`src/hcc_queue.sv`:
```
`timescale 1ns / 1ps
// Short FIFO between front end and back end.
// No dependencies.
module hcc_queue #(
  parameter int unsigned WIDTH = 8,
  parameter int unsigned DEPTH = 2
) (
  input  logic             clk_i,
  input  logic             rst_ni,
  input  logic             push_valid_i,
  output logic             push_ready_o,
  input  logic [WIDTH-1:0] push_data_i,
  output logic             pop_valid_o,
  input  logic             pop_ready_i,
  output logic [WIDTH-1:0] pop_data_o
);

  localparam int unsigned PW = (DEPTH > 1) ? $clog2(DEPTH) : 1;
  localparam int unsigned NW = $clog2(DEPTH + 1);

  logic [WIDTH-1:0] slot_q [DEPTH];
  logic [PW-1:0]    wr_ptr_q, wr_ptr_d;
  logic [PW-1:0]    rd_ptr_q, rd_ptr_d;
  logic [NW-1:0]    count_q,  count_d;
  logic             push;
  logic             pop;

  assign push_ready_o = count_q != NW'(DEPTH);
  assign pop_valid_o  = count_q != '0;
  assign pop_data_o   = slot_q[rd_ptr_q];
  assign push         = push_valid_i && push_ready_o;
  assign pop          = pop_valid_o && pop_ready_i;

  always_comb begin
    wr_ptr_d = wr_ptr_q;
    rd_ptr_d = rd_ptr_q;
    count_d  = count_q;
    if (push) begin
      wr_ptr_d = (wr_ptr_q == PW'(DEPTH - 1)) ? '0 : wr_ptr_q + PW'(1);
    end
    if (pop) begin
      rd_ptr_d = (rd_ptr_q == PW'(DEPTH - 1)) ? '0 : rd_ptr_q + PW'(1);
    end
    if (push && !pop) begin
      count_d = count_q + NW'(1);
    end else if (pop && !push) begin
      count_d = count_q - NW'(1);
    end
  end

  always_ff @(posedge clk_i or negedge rst_ni) begin
    if (!rst_ni) begin
      wr_ptr_q <= '0;
      rd_ptr_q <= '0;
      count_q  <= '0;
    end else begin
      wr_ptr_q <= wr_ptr_d;
      rd_ptr_q <= rd_ptr_d;
      count_q  <= count_d;
    end
  end

  always_ff @(posedge clk_i) begin
    if (push) begin
      slot_q[wr_ptr_q] <= push_data_i;
    end
  end

endmodule

```
`config.mk`:
```
export PLATFORM = sky130hd
export DESIGN_NAME = hcc_queue
export DESIGN_NICKNAME = d
export VERILOG_FILES = /design/src/hcc_queue.sv
export SDC_FILE = /design/constraint.sdc
export NUM_CORES = 1
export LEC_CHECK = 0
export BUFFER_PORTS_ARGS = -buffer_cell sky130_fd_sc_hd__clkbuf_2
export CAP_MARGIN = 0
export CORE_ASPECT_RATIO = 0.8
export CORE_MARGIN = 2
export CORE_UTILIZATION = 40
export CTS_CLUSTER_DIAMETER = 100
export CTS_CLUSTER_SIZE = 20
export DETAILED_ROUTE_END_ITERATION = 8
export GPL_ROUTABILITY_DRIVEN = 0
export HOLD_SLACK_MARGIN = 0.08
export PLACE_DENSITY_LB_ADDON = 0.15
export SLEW_MARGIN = 20
export SYNTH_ARGS = -nofsm -noshare
export SYNTH_HDL_FRONTEND = slang
export SYNTH_SLANG_ARGS = --single-unit
```
`constraint.sdc`:
```
create_clock -name clk_i -period 1.6 [get_ports clk_i]
set_clock_uncertainty 0.05 [all_clocks]
set_input_delay 0.16 -clock clk_i [delete_from_list [all_inputs] [get_ports clk_i]]
set_output_delay 0.16 -clock clk_i [all_outputs]
set_load 0.01 [all_outputs]
```
==> flow_metrics.env, run 1 <==
export IMPL_status="finished, final reports clean"
export IMPL_antenna_found_initial=0
export IMPL_cts_buffers=3
export IMPL_cts_sinks=20
export IMPL_ant_nets=0
export IMPL_drv_slew=0
export IMPL_reg2reg_from="count_q[1]$_DFFE_PN0P_"
export IMPL_hold_start="push_valid_i"
export IMPL_synthTopCellsByArea="edfxtp_1 61%, dfrtp_1 13%, mux2_2 11%, xnor2_1 3.3%, xor2_1 2.2%"
export IMPL_period_needed_ns=1.50
export IMPL_syn_area_um2=787
export IMPL_cap_viol_max_count=0
export IMPL_layout_nets=92
export IMPL_coreArea_mm2=0.00187
export IMPL_yosys_cell_types_count=14
export IMPL_period_share_pct=93.5
export IMPL_route_vias_total=428
export IMPL_worst_pin_slew_ns=0.370
export IMPL_critPathCaptureType="primary output"
export IMPL_drt_wl_total_um=1150
export IMPL_port_buffers=21
export IMPL_max_stage_delay_ns=0.50
export IMPL_regToRegSetupSlack_ns=0.14
export IMPL_io_pins=22
export IMPL_final_cells=102
export IMPL_ys_ff_latch=20
export IMPL_antenna_cells=0
export IMPL_hold_end="wr_ptr_q$_DFFE_PN0N_"
export IMPL_wl_per_cell_um=11.2
export IMPL_mostFrequentLayoutCells="21 x clkbuf_2, 16 x edfxtp_1, 10 x dlygate4sd3_1"
export IMPL_die_area_mm2=0.00234
export IMPL_die_x_um=53.6
export IMPL_synth_seq_area_share_pct=73.8
export IMPL_crit_chain="mux2_2, clkbuf_2"
export IMPL_power_leakage_nw=0.448
export IMPL_critPathTopFamily="flip-flops"
export IMPL_synthToLayoutAreaGrowth_pct=37.0
export IMPL_worst_path_max_delay_cell="dfrtp_2"
export IMPL_start_util_pct=42.0
export IMPL_rows=14
export IMPL_dp_cells=88
export IMPL_arrival_ns=1.29
export IMPL_yosysTopAreaCellShare_pct=61.0
export IMPL_layout_commonest_cell="clkbuf_2"
export IMPL_synthCells=43
export IMPL_worstPathRequired_ns=1.39
export IMPL_clock_fmax_ghz=0.669
export IMPL_avgSynthCellArea_um2=18.3
export IMPL_track_usage_pct=11.5
export IMPL_clockBufferDepth=2
export IMPL_grt_pass1_vias=400
export IMPL_first_iter_violations=19
export IMPL_crit_fanout=9
export IMPL_crit_type="flip-flop to primary output"
export IMPL_setup_viol=0
export IMPL_vdd_ir_drop_max_mv=1.09
export IMPL_grt_pass1_wl_um=1760
export IMPL_cp_start_kind="flip-flop"
export IMPL_ys_warn_count=0
export IMPL_drc=0
export IMPL_grt_max_degree=13
export IMPL_die_h_um=43.7
export IMPL_min_delay_path_class="input port to flip-flop"
export IMPL_r2r_end="count_q[1]$_DFFE_PN0P_"
export IMPL_relSlewSlack_pct=75.3
export IMPL_setup_tns_ns=0
export IMPL_crit_buf_inv=1
export IMPL_holdPathStages=3
export IMPL_hold_viol_final=0
export IMPL_vias_per_cell=4.20
export IMPL_cts_tree="done"
export IMPL_p_per_area_mw_per_mm2=1700
export IMPL_grt_ovfl_total=0
export IMPL_root_buffer="clkbuf_4"
export IMPL_yosysTopAreaCell="edfxtp_1"
export IMPL_htreeDepth=1
export IMPL_cts_clk_slew_worst_paths_ns=0.11
export IMPL_drt_pass1_iterations=3
export IMPL_clk_latency_ns=0.29
export IMPL_synth_nets=56
export IMPL_drive_gt1_share_pct=48.7
export IMPL_rsz0062_at_grt="no"
export IMPL_r2r_cells=6
Yosys cell counts, drive strengths merged:
master  instances
edfxtp         16
mux2            8
dfrtp           4
xnor2           3
nand2           2
nor2            2
xor2            2
and3            1
buf             1
ha              1
inv             1
nand2b          1
or2             1
per-stage QoR:
step	util, %	hold slack (ns)	instance area, um2	power [mW]	worst slack, ns
global placement	49.3	-0.0737	925	1.44	0.148
detailed placement	49.3	-0.0730	925	1.44	0.125
CTS	57.5	0.113	1080	1.86	0.0731
global route	57.5	0.126	1080	1.95	0.0198
floorplan	-	-0.186	787	1.24	0.164
finish	57.5	0.122	1080	1.83	0.104
report_power, final:
| group | internal [mW] | switching (mW) | leakage (nW) |
|---|---|---|---|
| Combinational | 0.330 | 0.273 | 0.226 |
| Sequential | 0.730 | 0.107 | 0.194 |
| Clock | 0.253 | 0.139 | 0.0279 |
worst min-delay path, delay by kind of cell:
kind	cells	cell delay, ns
xor+xnor	1	0.08
buf+inv	1	0.09
simple gates	1	0.10
final cells by class:
cell class | instances | area (um2)
fillers | 147 | 796
flip-flops and latches | 20 | 582
repair buffers | 32 | 213
multi-input cells | 21 | 198
clock inverters | 1 | 30.0
well taps | 24 | 30.0
clock buffers | 3 | 22.5
inverters | 1 | 3.75
timing repair:
action / in CTS / in global routing
endpoints found under the hold margin: 21 / 0
resized for setup: 1 / 0
hold buffers: 10 / 0
endpoints found under the setup margin: 8 / 0
setup buffers: 0 / 0
sequential cells by signal, indices dropped and copies added, names as in the netlist:
name	count
wr_ptr_q	1
slot_q	16
count_q	2
rd_ptr_q	1
cells by family (layout without fill, tap and decap cells):
group                    after synthesis  in the layout  share of synthesized area (%)
flip-flops                            20             20                           73.8
XOR/XNOR                               5              5                           5.57
adder cells (fa/ha/maj)                1              1                           1.59
multiplexers                           8              8                           11.4
AND/OR/NAND/NOR                        7              7                           6.52
buffers and inverters                  2             37                           1.11
worst max path at each step:
stage                                 startpoint                     end  slack [ns]  cells after the start
after global placement    count_q[1]$_DFFE_PN0P_  count_q[1]$_DFFE_PN0P_        0.15                      6
after detailed placement  count_q[0]$_DFFE_PN0P_  count_q[1]$_DFFE_PN0P_        0.13                      7
final                       rd_ptr_q$_DFFE_PN0P_           pop_data_o[3]        0.10                      2
after floorplan           count_q[0]$_DFFE_PN0P_  slot_q[0][0]$_DFFE_PP_        0.16                      3
after CTS                   rd_ptr_q$_DFFE_PN0P_           pop_data_o[3]        0.07                      2
after global routing      count_q[0]$_DFFE_PN0P_  count_q[1]$_DFFE_PN0P_        0.02                      7
routing by layer:
layer	GRT usage (%)	share of wire, %	vias to the layer above
li1	-	-	224
met1	13.3	44	190
met2	18.5	49	14
met3	6.55	7.1	0
met4	3.08	0	0
met5	0	0	-
(Power assumes the default switching activity.)
==> run 2: changes to the inputs <==
--- a/config.mk
+++ b/config.mk
@@ -7,9 +7,8 @@
 export LEC_CHECK = 0
 export BUFFER_PORTS_ARGS = -buffer_cell sky130_fd_sc_hd__clkbuf_2
 export CAP_MARGIN = 0
-export CORE_ASPECT_RATIO = 0.8
 export CORE_MARGIN = 2
-export CORE_UTILIZATION = 40
+export CORE_UTILIZATION = 48
 export CTS_CLUSTER_DIAMETER = 100
 export CTS_CLUSTER_SIZE = 20
 export DETAILED_ROUTE_END_ITERATION = 8
==> run 2 against run 1 <==
  * Combinational power rose by 5.0%
  * Core utilization increased by 13 points
  * Worst setup slack better by 0.0014 ns
  * Routed wire length increased by 15%
  * Critical path type unchanged
  * Non-clock buffer count up 1
  * Via count increased by 8.4%
  * Highest routed layer unchanged
==> flow_metrics.env, run 2 (same netlist as run 1, synthesis figures left out) <==
export IMPL_crit_path_end="pop_data_o[3]"
export IMPL_reg_largest_list="slot_q x16, count_q x2"
export IMPL_coreArea_mm2=0.00152
export IMPL_dpl_cell_area_um2=915
export IMPL_power_leakage_nw=0.453
export IMPL_rsz0062_at_grt="no"
export IMPL_regToRegSetupSlack_ns=0.12
export IMPL_die_area_mm2=0.00198
export IMPL_drv_slew=0
export IMPL_worst_pin_slew_ns=0.375
export IMPL_switchingPower_uw=549
export IMPL_worst_path_max_delay_cell="dfrtp_2"
export IMPL_rows=14
export IMPL_cts_clk_slew_worst_paths_ns=0.11
export IMPL_drt_wl_total_um=1320
export IMPL_mostFrequentLayoutCells="21 x clkbuf_2, 16 x edfxtp_1, 10 x dlygate4sd3_1"
export IMPL_synthToLayoutAreaGrowth_pct=37.0
export IMPL_r2r_cells=6
export IMPL_grt_max_degree=13
export IMPL_crit_fanout=9
export IMPL_holdPathStages=3
export IMPL_io_pins=22
export IMPL_worstSetupStartpoint="rd_ptr_q$_DFFE_PN0P_"
export IMPL_clk_latency_ns=0.29
export IMPL_grt_pass1_wl_um=2080
export IMPL_crit_type="flip-flop to primary output"
export IMPL_p_per_area_mw_per_mm2=1740
export IMPL_reg2reg_from="count_q[0]$_DFFE_PN0P_"
export IMPL_arrival_ns=1.28
export IMPL_wl_per_cell_um=13.9
export IMPL_clkPwrFrac_pct=21.6
export IMPL_vias_per_cell=4.88
export IMPL_final_cells=95
export IMPL_totalPowerFinal_mw=1.88
export IMPL_layout_nets=93
export IMPL_wl_met3_um=58
export IMPL_drt_pass1_iterations=3
export IMPL_drive_gt1_share_pct=50.6
export IMPL_met1_length_um=533
export IMPL_min_delay_path_class="input port to flip-flop"
export IMPL_hold_slack_ns=0.122
export IMPL_drc=0
export IMPL_port_buffers=21
export IMPL_htreeDepth=1
export IMPL_setup_viol=0
export IMPL_p_int_mw=1.33
export IMPL_critPathCaptureType="primary output"
export IMPL_die_x_um=44.5
export IMPL_dp_cells=80
export IMPL_grt_ovfl_total=0
export IMPL_antenna_found_initial=0
export IMPL_vdd_ir_drop_max_mv=0.886
export IMPL_antenna_cells=0
export IMPL_status="finished, final reports clean"
export IMPL_hold_viol_final=0
export IMPL_root_buffer="clkbuf_4"
export IMPL_cts_tree="done"
export IMPL_design_area_mm2=0.00108
export IMPL_clock_fmax_ghz=0.669
export IMPL_grt_pass1_vias=485
export IMPL_worstPathRequired_ns=1.39
export IMPL_period_share_pct=93.4
export IMPL_crit_chain="mux2_2, clkbuf_2"
export IMPL_relSlewSlack_pct=75.0
export IMPL_comb_power_share_pct=33.6
export IMPL_start_util_pct=51.6
export IMPL_setup_tns_ns=0
export IMPL_first_iter_violations=6
export IMPL_max_stage_delay_ns=0.50
export IMPL_p_sw_share_pct=29.2
export IMPL_cts_buffers=3
export IMPL_clockBufferDepth=2
export IMPL_period_needed_ns=1.49
export IMPL_cts_sinks=20
export IMPL_ant_nets=0
export IMPL_largest_register="slot_q"
export IMPL_die_h_um=44.5
export IMPL_cp_start_kind="flip-flop"
export IMPL_top_layer="met3"
export IMPL_r2r_end="count_q[1]$_DFFE_PN0P_"
export IMPL_largest_register_ffs=16
export IMPL_cap_viol_max_count=0
export IMPL_wl_met2_um=726
export IMPL_route_vias_total=464
export IMPL_track_usage_pct=15.4
export IMPL_fillCellCount=110
export IMPL_p_seq_share_pct=44.8
export IMPL_layout_commonest_cell="clkbuf_2"
[run 2: changes by cell type in the layout (fill, tap and decap cells not counted)]
cell    change
nor2_2      +1
buf_4       +1
nor2_1      -1
[run 2: metrics by stage]
stage	utilization [%]	setup WS (ns)
floorplan	-	0.164
global placement	60.0	0.171
detailed placement	60.0	0.0906
CTS	70.1	0.0760
global route	70.8	0.00303
finish	70.8	0.106
[run 2: worst max-delay path: cells and delay by family (launching register included)]
family,cells,cell delay (ns)
flip-flops,1,0.50
multiplexers,1,0.36
buffers and inverters,1,0.13
[run 2: per-layer routing]
metal	GRT usage (%)	vias up
met4	7.27	0
met5	0	-
met3	2.45	0
met1	18.1	221
li1	-	230
met2	27.2	13
[run 2: worst min path at each step]
stage                 start  slack [ns]                     end
3_5_place_dp         rst_ni       -0.07  count_q[1]$_DFFE_PN0P_
3_3_place_gp         rst_ni       -0.07  count_q[1]$_DFFE_PN0P_
5_1_grt        push_valid_i        0.13    wr_ptr_q$_DFFE_PN0N_
4_1_cts        push_valid_i        0.12    wr_ptr_q$_DFFE_PN0N_
6_report       push_valid_i        0.12    wr_ptr_q$_DFFE_PN0N_
2_1_floorplan        rst_ni       -0.19  count_q[0]$_DFFE_PN0P_
[run 2: area by class of cell]
cell class,instances,area [um2],share of cell area [%]
clock buffer,3,22.5,2.09
tap,16,20.0,1.86
multi-input combinational,21,200,18.6
timing repair buffer,33,220,20.4
sequential,20,582,53.9
clock inverter,1,30.0,2.78
inverter,1,3.75,0.348
[run 2: timing repair]
action | 4_1_cts | 5_1_grt
setup endpoints to repair | 8 | 1
hold endpoints to repair | 21 | 0
buffers inserted | 0 | 1
resized for setup | 1 | 1
hold buffers | 10 | 0
[run 2: power groups by stage]
stage	combinational (mW)	sequential, mW	clock (mW)
floorplan	0.451	0.792	0
global placement	0.585	0.844	0
detailed placement	0.593	0.857	0
CTS	0.613	0.849	0.416
global route	0.694	0.861	0.437
finish	0.633	0.842	0.406
