<file path="src/hcc_pkg.sv">
`timescale 1ns / 1ps
// Shared types and constants for the hum comb canceller.
// No dependencies; every other file but hcc_ram and hcc_queue imports this package.
package hcc_pkg;

  localparam int unsigned SAMPLE_W = 10;
  localparam int unsigned STORE_W  = 16;
  localparam int unsigned PERIOD_W = 10;
  localparam int unsigned SHIFT_W  = 3;
  localparam int unsigned RATE_W   = 32;
  localparam int unsigned PWM_W    = 8;
  localparam int unsigned CORR_W   = 32;
  localparam int unsigned CFG_IDX_W = 2;
  localparam int unsigned CFG_DATA_W = 32;

  // Lag distance of the correlations and the shortest period
  localparam int unsigned LAG        = 2;
  localparam int unsigned MIN_PERIOD = 8;

  localparam logic [STORE_W-1:0]  STORE_INIT = 16'h8000;
  localparam logic [RATE_W-1:0]   RESET_RATE = 32'hFFFF_FFFF;
  localparam logic [RATE_W-1:0]   BIG_STEP   = 32'd200;
  localparam logic [RATE_W-1:0]   SMALL_STEP = 32'd10;
  localparam logic [SAMPLE_W-1:0] CLIP_LOW   = 10'd20;
  localparam logic [SAMPLE_W-1:0] CLIP_HIGH  = 10'd1003;
  localparam logic [SHIFT_W-1:0]  FRAC_BITS  = 3'd6;
  localparam logic [SHIFT_W-1:0]  SHIFT_CAP  = 3'd6;
  localparam logic signed [11:0]  PWM_OFFSET = 12'sd512;

  localparam logic                 RST_SUBTRACT_MODE = 1'b1;
  localparam logic [SHIFT_W-1:0]   RST_MAX_SHIFT     = 3'd6;
  localparam logic [PERIOD_W-1:0]  RST_PERIOD_LENGTH = 10'd400;

  typedef enum logic [CFG_IDX_W-1:0] {
    REG_SUBTRACT_MODE = 2'd0,
    REG_MAX_SHIFT     = 2'd1,
    REG_PERIOD_LENGTH = 2'd2,
    REG_INITIAL_RATE  = 2'd3
  } hcc_cfg_reg_e;

  typedef enum logic [1:0] {
    ADJ_BIG_UP     = 2'd0,
    ADJ_BIG_DOWN   = 2'd1,
    ADJ_SMALL_UP   = 2'd2,
    ADJ_SMALL_DOWN = 2'd3
  } hcc_adj_e;

  // One classified sample with the store words read for it
  typedef struct packed {
    logic [SAMPLE_W-1:0] sample;
    logic                period_end;
    logic                in_window;
    logic [STORE_W-1:0]  center_word;
    logic [STORE_W-1:0]  after_word;
  } hcc_item_t;

endpackage

</file>
<file path="src/hcc_front.sv">
`timescale 1ns / 1ps
// Front end: accepts samples, tracks the period position, issues store reads
// and runs the store clearing sweep after reset. Depends on hcc_pkg.
module hcc_front
  import hcc_pkg::*;
#(
  parameter int unsigned STORE_DEPTH = 512
) (
  input  logic                           clk_i,
  input  logic                           rst_ni,
  input  logic [PERIOD_W-1:0]            period_length_i,
  input  logic                           in_valid_i,
  output logic                           in_ready_o,
  input  logic [SAMPLE_W-1:0]            sample_i,
  output logic                           rd_en_o,
  output logic [$clog2(STORE_DEPTH)-1:0] rd_addr_center_o,
  output logic [$clog2(STORE_DEPTH)-1:0] rd_addr_after_o,
  input  logic [STORE_W-1:0]             rd_data_center_i,
  input  logic [STORE_W-1:0]             rd_data_after_i,
  output logic                           push_valid_o,
  input  logic                           push_ready_i,
  output hcc_item_t                      push_item_o,
  output logic [$clog2(STORE_DEPTH)-1:0] push_addr_o,
  output logic                           clr_we_o,
  output logic [$clog2(STORE_DEPTH)-1:0] clr_addr_o
);

  localparam int unsigned AW = $clog2(STORE_DEPTH);
  localparam int unsigned LW = $clog2(STORE_DEPTH + 1);
  localparam int unsigned CW = (LW > PERIOD_W) ? LW : PERIOD_W;
  localparam int unsigned EW = CW + 1;

  logic [CW-1:0] len_raw;
  logic [CW-1:0] eff_len;
  logic [EW-1:0] pos_ext;
  logic          period_end;
  logic          in_window;
  logic          accept;
  logic          push;

  logic [AW-1:0]       pos_q,       pos_d;
  logic                rs_valid_q,  rs_valid_d;
  logic [SAMPLE_W-1:0] rs_sample_q;
  logic                rs_end_q;
  logic                rs_win_q;
  logic [AW-1:0]       rs_addr_q;
  logic                clr_busy_q,  clr_busy_d;
  logic [AW-1:0]       clr_addr_q,  clr_addr_d;

  // Clamp the period into the legal range of the store
  always_comb begin
    len_raw = CW'(period_length_i);
    if (len_raw < CW'(MIN_PERIOD)) begin
      eff_len = CW'(MIN_PERIOD);
    end else if (len_raw > CW'(STORE_DEPTH)) begin
      eff_len = CW'(STORE_DEPTH);
    end else begin
      eff_len = len_raw;
    end
  end

  assign pos_ext    = EW'(pos_q);
  assign period_end = (pos_ext + EW'(1)) >= EW'(eff_len);
  assign in_window  = (pos_ext >= EW'(LAG)) && ((pos_ext + EW'(LAG)) < EW'(eff_len));

  assign in_ready_o = !clr_busy_q && (!rs_valid_q || push_ready_i);
  assign accept     = in_valid_i && in_ready_o;
  assign push       = rs_valid_q && push_ready_i;

  assign rd_en_o          = accept;
  assign rd_addr_center_o = pos_q;
  assign rd_addr_after_o  = pos_q + AW'(LAG);

  assign push_valid_o = rs_valid_q;
  assign push_addr_o  = rs_addr_q;
  always_comb begin
    push_item_o.sample      = rs_sample_q;
    push_item_o.period_end  = rs_end_q;
    push_item_o.in_window   = rs_win_q;
    push_item_o.center_word = rd_data_center_i;
    push_item_o.after_word  = rd_data_after_i;
  end

  assign clr_we_o   = clr_busy_q;
  assign clr_addr_o = clr_addr_q;

  always_comb begin
    pos_d      = pos_q;
    rs_valid_d = rs_valid_q;
    clr_busy_d = clr_busy_q;
    clr_addr_d = clr_addr_q;
    if (push) begin
      rs_valid_d = 1'b0;
    end
    if (accept) begin
      rs_valid_d = 1'b1;
      pos_d      = period_end ? '0 : pos_q + AW'(1);
    end
    if (clr_busy_q) begin
      clr_addr_d = clr_addr_q + AW'(1);
      if (clr_addr_q == AW'(STORE_DEPTH - 1)) begin
        clr_busy_d = 1'b0;
      end
    end
  end

  always_ff @(posedge clk_i or negedge rst_ni) begin
    if (!rst_ni) begin
      pos_q      <= '0;
      rs_valid_q <= 1'b0;
      clr_busy_q <= 1'b1;
      clr_addr_q <= '0;
    end else begin
      pos_q      <= pos_d;
      rs_valid_q <= rs_valid_d;
      clr_busy_q <= clr_busy_d;
      clr_addr_q <= clr_addr_d;
    end
  end

  always_ff @(posedge clk_i) begin
    if (accept) begin
      rs_sample_q <= sample_i;
      rs_end_q    <= period_end;
      rs_win_q    <= in_window;
      rs_addr_q   <= pos_q;
    end
  end

endmodule

</file>
<file path="config.mk">
export PLATFORM = sky130hd
export DESIGN_NAME = hcc_front
export DESIGN_NICKNAME = d
export VERILOG_FILES = /design/src/hcc_pkg.sv /design/src/hcc_front.sv
export SDC_FILE = /design/constraint.sdc
export NUM_CORES = 1
export LEC_CHECK = 0
export BUFFER_PORTS_ARGS = -buffer_cell sky130_fd_sc_hd__buf_2
export CAP_MARGIN = 10
export CELL_PAD_IN_SITES_DETAIL_PLACEMENT = 1
export CELL_PAD_IN_SITES_GLOBAL_PLACEMENT = 1
export CORE_ASPECT_RATIO = 0.9
export CORE_MARGIN = 2
export CORE_UTILIZATION = 35
export CTS_CLUSTER_DIAMETER = 150
export CTS_CLUSTER_SIZE = 28
export DETAILED_ROUTE_END_ITERATION = 6
export GPL_TIMING_DRIVEN = 0
export PLACE_DENSITY = 0.83
export SYNTH_ARGS = -nofsm -noshare
export SYNTH_HDL_FRONTEND = slang
export SYNTH_SLANG_ARGS = --single-unit
</file>
<file path="constraint.sdc">
create_clock -name clk_i -period 4.2 [get_ports clk_i]
set_input_delay 0.63 -clock clk_i [delete_from_list [all_inputs] [get_ports clk_i]]
set_output_delay 0.63 -clock clk_i [all_outputs]
set_load 0.03 [all_outputs]
</file>
==> impl_metrics.env, run 1 <==
export IMPL_cts_resized=0
export IMPL_numCtsBuffers=5
export IMPL_synth_fp_nets=323
export IMPL_grt_max_degree=31
export IMPL_gp_congestion=0.828
export IMPL_worst_path_max_fanout=30
export IMPL_endpoint_kind="output port"
export IMPL_diodes=0
export IMPL_start_util=0.363
export IMPL_critPathLaunchType="flip-flop"
export IMPL_synth_cell_type_count=44
export IMPL_fin_skew_ns=0.00479
export IMPL_die_area_sq_um=8070
export IMPL_antenna_found_initial=0
export IMPL_reg2reg_slack_ns=1.16
export IMPL_fillers=850
export IMPL_fin_util=0.469
export IMPL_fin_nets=437
export IMPL_ys_warn_count=0
export IMPL_path_clk_slew_ns=0.08
export IMPL_setup_violations_final=0
export IMPL_layout_drive_gt1_share=0.463
export IMPL_synthCells=241
export IMPL_setup_tns_ns=0
export IMPL_place_area_sq_um=3230
export IMPL_hold_path_class="in2async"
export IMPL_worstPathArrival_ns=2.69
export IMPL_syn_cell_area_sq_um=2580
export IMPL_dp_hpwl_um=5390
export IMPL_synth_commonest_cells="buf_4 (36), nand2_1 (29), ha_1 (26)"
export IMPL_async_flop_share=0.488
export IMPL_avgRoutedWirePerCell_um=14.9
export IMPL_netlist_top_cell_by_area="edfxtp_1"
export IMPL_die_height_um=85.4
export IMPL_io_buffers=107
export IMPL_holdWs_ns=0.302
export IMPL_synth_area_per_cell_sq_um=10.7
export IMPL_fin_crit_ns=3.32
export IMPL_r2r_end="rd_addr_center_o[4]$_DFFE_PN0P_"
export IMPL_area_delta_synth_final_pct=29.5
export IMPL_drt_pass1_iter_count=4
export IMPL_grt_overflow=0
export IMPL_via_per_inst=4.91
export IMPL_vdd_ir_drop_max_mv=0.250
export IMPL_first_iter_violations=82
export IMPL_cts_setup_buffers=0
export IMPL_leakagePower_nw=1.72
export IMPL_drc=0
export IMPL_synthFlopType="edfxtp_1"
export IMPL_synth_area_top_cells="edfxtp_1 (24%), dfrtp_1 (18%), ha_1 (13%), buf_4 (10%), nand2_1 (4.2%)"
export IMPL_coreArea_sq_um=7110
export IMPL_rr_startpoint="rd_addr_center_o[0]$_DFFE_PN0P_"
export IMPL_rsz0062_at_grt="false"
export IMPL_clk_latency_ns=0.29
export IMPL_critical_path_class="reg2out"
export IMPL_cts_sinks=41
export IMPL_ios=140
export IMPL_synth_edff_count=21
export IMPL_clock_path_buffers=2
export IMPL_max_slew_worst_pin_slew_ns=1.02
export IMPL_ant_nets=0
export IMPL_reg2reg_depth=10
export IMPL_place_inst=441
export IMPL_fmax_mhz=301
export IMPL_crit_required_ns=3.57
export IMPL_synth_most_common_cell="buf_4"
export IMPL_die_width_um=94.5
export IMPL_synth_top_area_frac=0.245
export IMPL_fin_cells=449
export IMPL_wl_um=6710
export IMPL_relSlewSlack=0.318
export IMPL_clockRootBuffer="clkbuf_8"
export IMPL_postCtsHoldBufs=0
export IMPL_drv_slew=0
export IMPL_rows=29
export IMPL_finalCritPeriodShare=0.791
export IMPL_routed_via_count=2205
export IMPL_finalHoldViolCount=0
export IMPL_htreeDepth=2
export IMPL_grt_pass1_vias=2292
export IMPL_ys_ff_latch=41
export IMPL_status="finished, final reports clean"
export IMPL_ys_seq_area_frac=0.439
export IMPL_design_area_sq_um=3340
export IMPL_maxCapViolations=0
export IMPL_grt_util_all_layers=0.165
export IMPL_cts_tree="done"
export IMPL_grt_pass1_wl_um=10600
export IMPL_powerDensity_nw_per_um2=511
## how the worst max path moves through the flow
stage	slack (ns)	depth (start not counted)	endpoint	start
2_1_floorplan	1.32	8	rs_win_q$_DFFE_PP_	rd_addr_center_o[2]$_DFFE_PN0P_
4_1_cts	0.81	5	rd_en_o	clr_we_o$_DFF_PN1_
3_5_place_dp	0.69	11	rd_addr_center_o[4]$_DFFE_PN0P_	period_length_i[5]
3_3_place_gp	0.85	11	rd_addr_center_o[1]$_DFFE_PN0P_	period_length_i[5]
5_1_grt	0.59	5	rd_en_o	clr_we_o$_DFF_PN1_
6_report	0.88	5	rd_en_o	clr_we_o$_DFF_PN1_
## state kept, by name, summed over array words and instances (netlist names)
| signal | cells |
|---|---|
| push_addr_o | 9 |
| clr_we_o | 1 |
| rs_end_q | 1 |
| push_valid_o | 1 |
| clr_addr_o | 9 |
| rd_addr_center_o | 9 |
| rs_win_q | 1 |
| rs_sample_q | 10 |
## worst max-delay path, stage by stage (launching register included)
cell and delay [ns]:
dfstp_2 0.53, buf_2 0.19, a21oi_2 0.05, nand2_1 0.26
clkinv_1 0.88, buf_2 0.49
## through the flow
stage          worst slack, ns  power [W]
4_1_cts                  0.813    0.00172
2_1_floorplan             1.32    0.00115
5_1_grt                  0.586    0.00181
3_3_place_gp             0.850    0.00136
3_5_place_dp             0.689    0.00140
6_report                 0.879    0.00171
## kinds of logic after synthesis
kind of cell / share of synthesized area
buffers and inverters: 0.125
adder cells (fa/ha/maj): 0.126
AO/OA/AOI/OAI: 0.109
multiplexers: 0.00873
XOR/XNOR: 0.0577
flip-flops: 0.439
AND/OR/NAND/NOR: 0.134
## final cells by class
class / count / area (sq um) / area share
Sequential cell: 41 / 1130 / 0.339
Multi-Input combinational cell: 151 / 1120 / 0.337
Timing Repair Buffer: 107 / 536 / 0.160
Buffer: 40 / 289 / 0.0866
Tap cell: 93 / 116 / 0.0349
Clock buffer: 6 / 72.6 / 0.0217
Clock inverter: 2 / 35.0 / 0.0105
Inverter: 9 / 33.8 / 0.0101
## layer usage
layer / vias to the layer above / part of all wire / GRT usage / wire, um
li1: 1039 / - / - / -
met1: 1047 / 0.41 / 0.198 / 2760
met2: 107 / 0.50 / 0.295 / 3370
met3: 12 / 0.068 / 0.0346 / 456
met4: 0 / 0.017 / 0.0527 / 115
met5: - / 0 / 0 / 0
## cell usage in the layout, fill, tap and decap left out, drive strengths merged, types with 8 or more instances in the layout
master	netlist	final
o21ai	13	13
dfrtp	19	19
ha	26	26
nor2	14	14
nand2	29	29
xor2	10	10
inv	8	8
buf	39	146
edfxtp	21	21
## power breakdown
part,internal [W],switching [W],total (W)
Combinational,0.000290,0.000551,0.000841
Clock,0.000176,0.000132,0.000308
Sequential,0.000492,0.0000647,0.000556
Total,0.000958,0.000748,0.00171
Power figures use the tool's default switching activity.
==> inputs of run 2 (changes only) <==
--- a/config.mk
+++ b/config.mk
@@ -11,12 +11,12 @@
 export CELL_PAD_IN_SITES_GLOBAL_PLACEMENT = 1
 export CORE_ASPECT_RATIO = 0.9
 export CORE_MARGIN = 2
-export CORE_UTILIZATION = 35
+export CORE_UTILIZATION = 33
 export CTS_CLUSTER_DIAMETER = 150
 export CTS_CLUSTER_SIZE = 28
 export DETAILED_ROUTE_END_ITERATION = 6
 export GPL_TIMING_DRIVEN = 0
-export PLACE_DENSITY = 0.83
+export PLACE_DENSITY = 0.79
 export SYNTH_ARGS = -nofsm -noshare
 export SYNTH_HDL_FRONTEND = slang
 export SYNTH_SLANG_ARGS = --single-unit
==> constraint.sdc (replaced) <==
create_clock -name clk_i -period 3.4 [get_ports clk_i]
set_input_delay 0.51 -clock clk_i [delete_from_list [all_inputs] [get_ports clk_i]]
set_output_delay 0.51 -clock clk_i [all_outputs]
set_load 0.03 [all_outputs]
==> impl_metrics.env, run 2 (synthesized netlist as in run 1, its figures left out) <==
export IMPL_status="finished, final reports clean"
export IMPL_die_width_um=97.2
export IMPL_finalHoldViolCount=0
export IMPL_setup_tns_ns=0
export IMPL_area_delta_synth_final_pct=30.0
export IMPL_crit_required_ns=3.61
export IMPL_worstPathArrival_ns=3.21
export IMPL_drv_slew=0
export IMPL_grt_pass1_vias=2256
export IMPL_fmax_mhz=333
export IMPL_gp_congestion=0.808
export IMPL_clockRootBuffer="clkbuf_8"
export IMPL_antenna_found_initial=0
export IMPL_htreeDepth=2
export IMPL_holdWs_ns=0.152
export IMPL_slowest_delay_ns=0.42
export IMPL_clock_path_buffers=2
export IMPL_finalCritPeriodShare=0.882
export IMPL_final_common_cell="buf_2"
export IMPL_setup_violations_final=0
export IMPL_rsz0062_at_grt="false"
export IMPL_routed_via_count=2183
export IMPL_clk_latency_ns=0.29
export IMPL_postCtsHoldBufs=0
export IMPL_cts_tree="done"
export IMPL_slowest_stage="o41ai_1"
export IMPL_drt_pass1_iter_count=4
export IMPL_endpoint_kind="flip-flop"
export IMPL_cts_sinks=41
export IMPL_largest_reg_flops=10
export IMPL_cp_startpoint="period_length_i[5]"
export IMPL_worstPathCellList="buf_2 > nor4_1 > nand2_1 > o41ai_1 > o21ai_0 > ha_1 > a211o_1 > o2111ai_2 > nand3_4 > or3_1 > o21ai_2"
export IMPL_grt_util_all_layers=0.154
export IMPL_vdd_ir_drop_max_mv=0.253
export IMPL_fillers=891
export IMPL_maxCapViolations=0
export IMPL_max_slew_worst_pin_slew_ns=0.669
export IMPL_ant_nets=0
export IMPL_wl_um=6590
export IMPL_critical_path_class="in2reg"
export IMPL_layout_drive_gt1_share=0.469
export IMPL_layout_common_cells="buf_2 (110), buf_4 (36), nand2_1 (29)"
export IMPL_regMostFlops="rs_sample_q"
export IMPL_die_area_sq_um=8540
export IMPL_first_iter_violations=67
export IMPL_critPathLaunchType="input pin"
export IMPL_grt_pass1_wl_um=10600
export IMPL_via_per_inst=4.83
export IMPL_ios=140
export IMPL_relSlewSlack=0.553
export IMPL_coreArea_sq_um=7540
export IMPL_register_area_sq_um=1130
export IMPL_grt_overflow=0
export IMPL_grt_max_degree=31
export IMPL_rows=30
export IMPL_powerDensity_nw_per_um2=628
export IMPL_path_clk_slew_ns=0.08
export IMPL_fin_crit_ns=3.00
export IMPL_leakagePower_nw=1.72
export IMPL_numCtsBuffers=5
export IMPL_drc=0
export IMPL_fin_nets=437
export IMPL_start_util=0.342
export IMPL_avgRoutedWirePerCell_um=14.6
export IMPL_io_buffers=107
export IMPL_fin_skew_ns=0.00376
export IMPL_diodes=0
export IMPL_hold_path_class="in2async"
export IMPL_worst_path_max_fanout=10
export IMPL_rr_startpoint="rd_addr_center_o[0]$_DFFE_PN0P_"
export IMPL_dp_hpwl_um=5280
export IMPL_multi_input_area_sq_um=1120
export IMPL_die_height_um=87.9
[run 2: changes by cell type in the layout (fill, tap and decap cells not counted), sizes merged]
cell      previous run  this run
clkinv               2         1
clkbuf               7         6
clkinvlp             0         2
[run 2: report_power, final]
group	leakage, nW	total, W	internal, W	switching [W]
Sequential	0.459	0.000686	0.000607	0.0000787
Combinational	1.20	0.00102	0.000359	0.000663
Clock	0.0543	0.000400	0.000220	0.000180
Total	1.72	0.00211	0.00119	0.000921
[run 2: timing repair]
item                                   4_1_cts  5_1_grt
setup endpoints to repair                    0        1
gates resized for setup                      0        1
setup buffers                                0        0
endpoints found under the hold margin        0        0
[run 2: final cells by class]
class / count / area share
multi-input combinational: 151 / 0.335
timing repair buffer: 107 / 0.160
sequential: 41 / 0.338
buffer: 40 / 0.0862
tap: 96 / 0.0358
clock inverter: 3 / 0.0138
clock buffer: 5 / 0.0205
inverter: 9 / 0.0112
[run 2: path summary, 6_finish.rpt]
kind,end,slack (ns),depth (start not counted)
worst max-delay path,rd_addr_center_o[1]$_DFFE_PN0P_,0.40,11
worst min-delay path,clr_addr_o[8]$_DFFE_PN0P_,0.15,1
worst max register to register,rd_addr_center_o[1]$_DFFE_PN0P_,0.45,10
worst min register to register,push_addr_o[5]$_DFFE_PP_,0.48,0
max in group asynchronous,clr_we_o$_DFF_PN1_,2.91,1
min in group clk_i,rs_sample_q[7]$_DFFE_PP_,0.39,1
[run 2: critical path, delay by kind of cell]
kind / cells / cell delay, ns
AO/OA/AOI/OAI: 5 / 1.14
adder cells (fa/ha/maj): 1 / 0.34
buffers and inverters: 1 / 0.11
AND/OR/NAND/NOR: 4 / 1.10
[run 2: metal layers]
| layer | up-vias | share of wire | GRT usage | wire [um] |
|---|---|---|---|---|
| met3 | 7 | 0.067 | 0.0351 | 443 |
| li1 | 1042 | - | - | - |
| met1 | 1035 | 0.43 | 0.192 | 2850 |
| met5 | - | 0 | 0 | 0 |
| met4 | 0 | 0.0080 | 0.0423 | 53 |
| met2 | 99 | 0.49 | 0.270 | 3250 |
[run 2: through the flow]
stage	worst slack, ns	area (sq um)	power (W)	cells	util
finish	0.400	3350	0.00211	452	0.444
global route	0.160	3350	0.00226	452	0.444
CTS	0.0554	3350	0.00214	452	0.444
detailed placement	0.120	3230	0.00173	444	0.429
global placement	0.142	3230	0.00168	444	0.429
floorplan	0.516	2580	0.00143	241	-
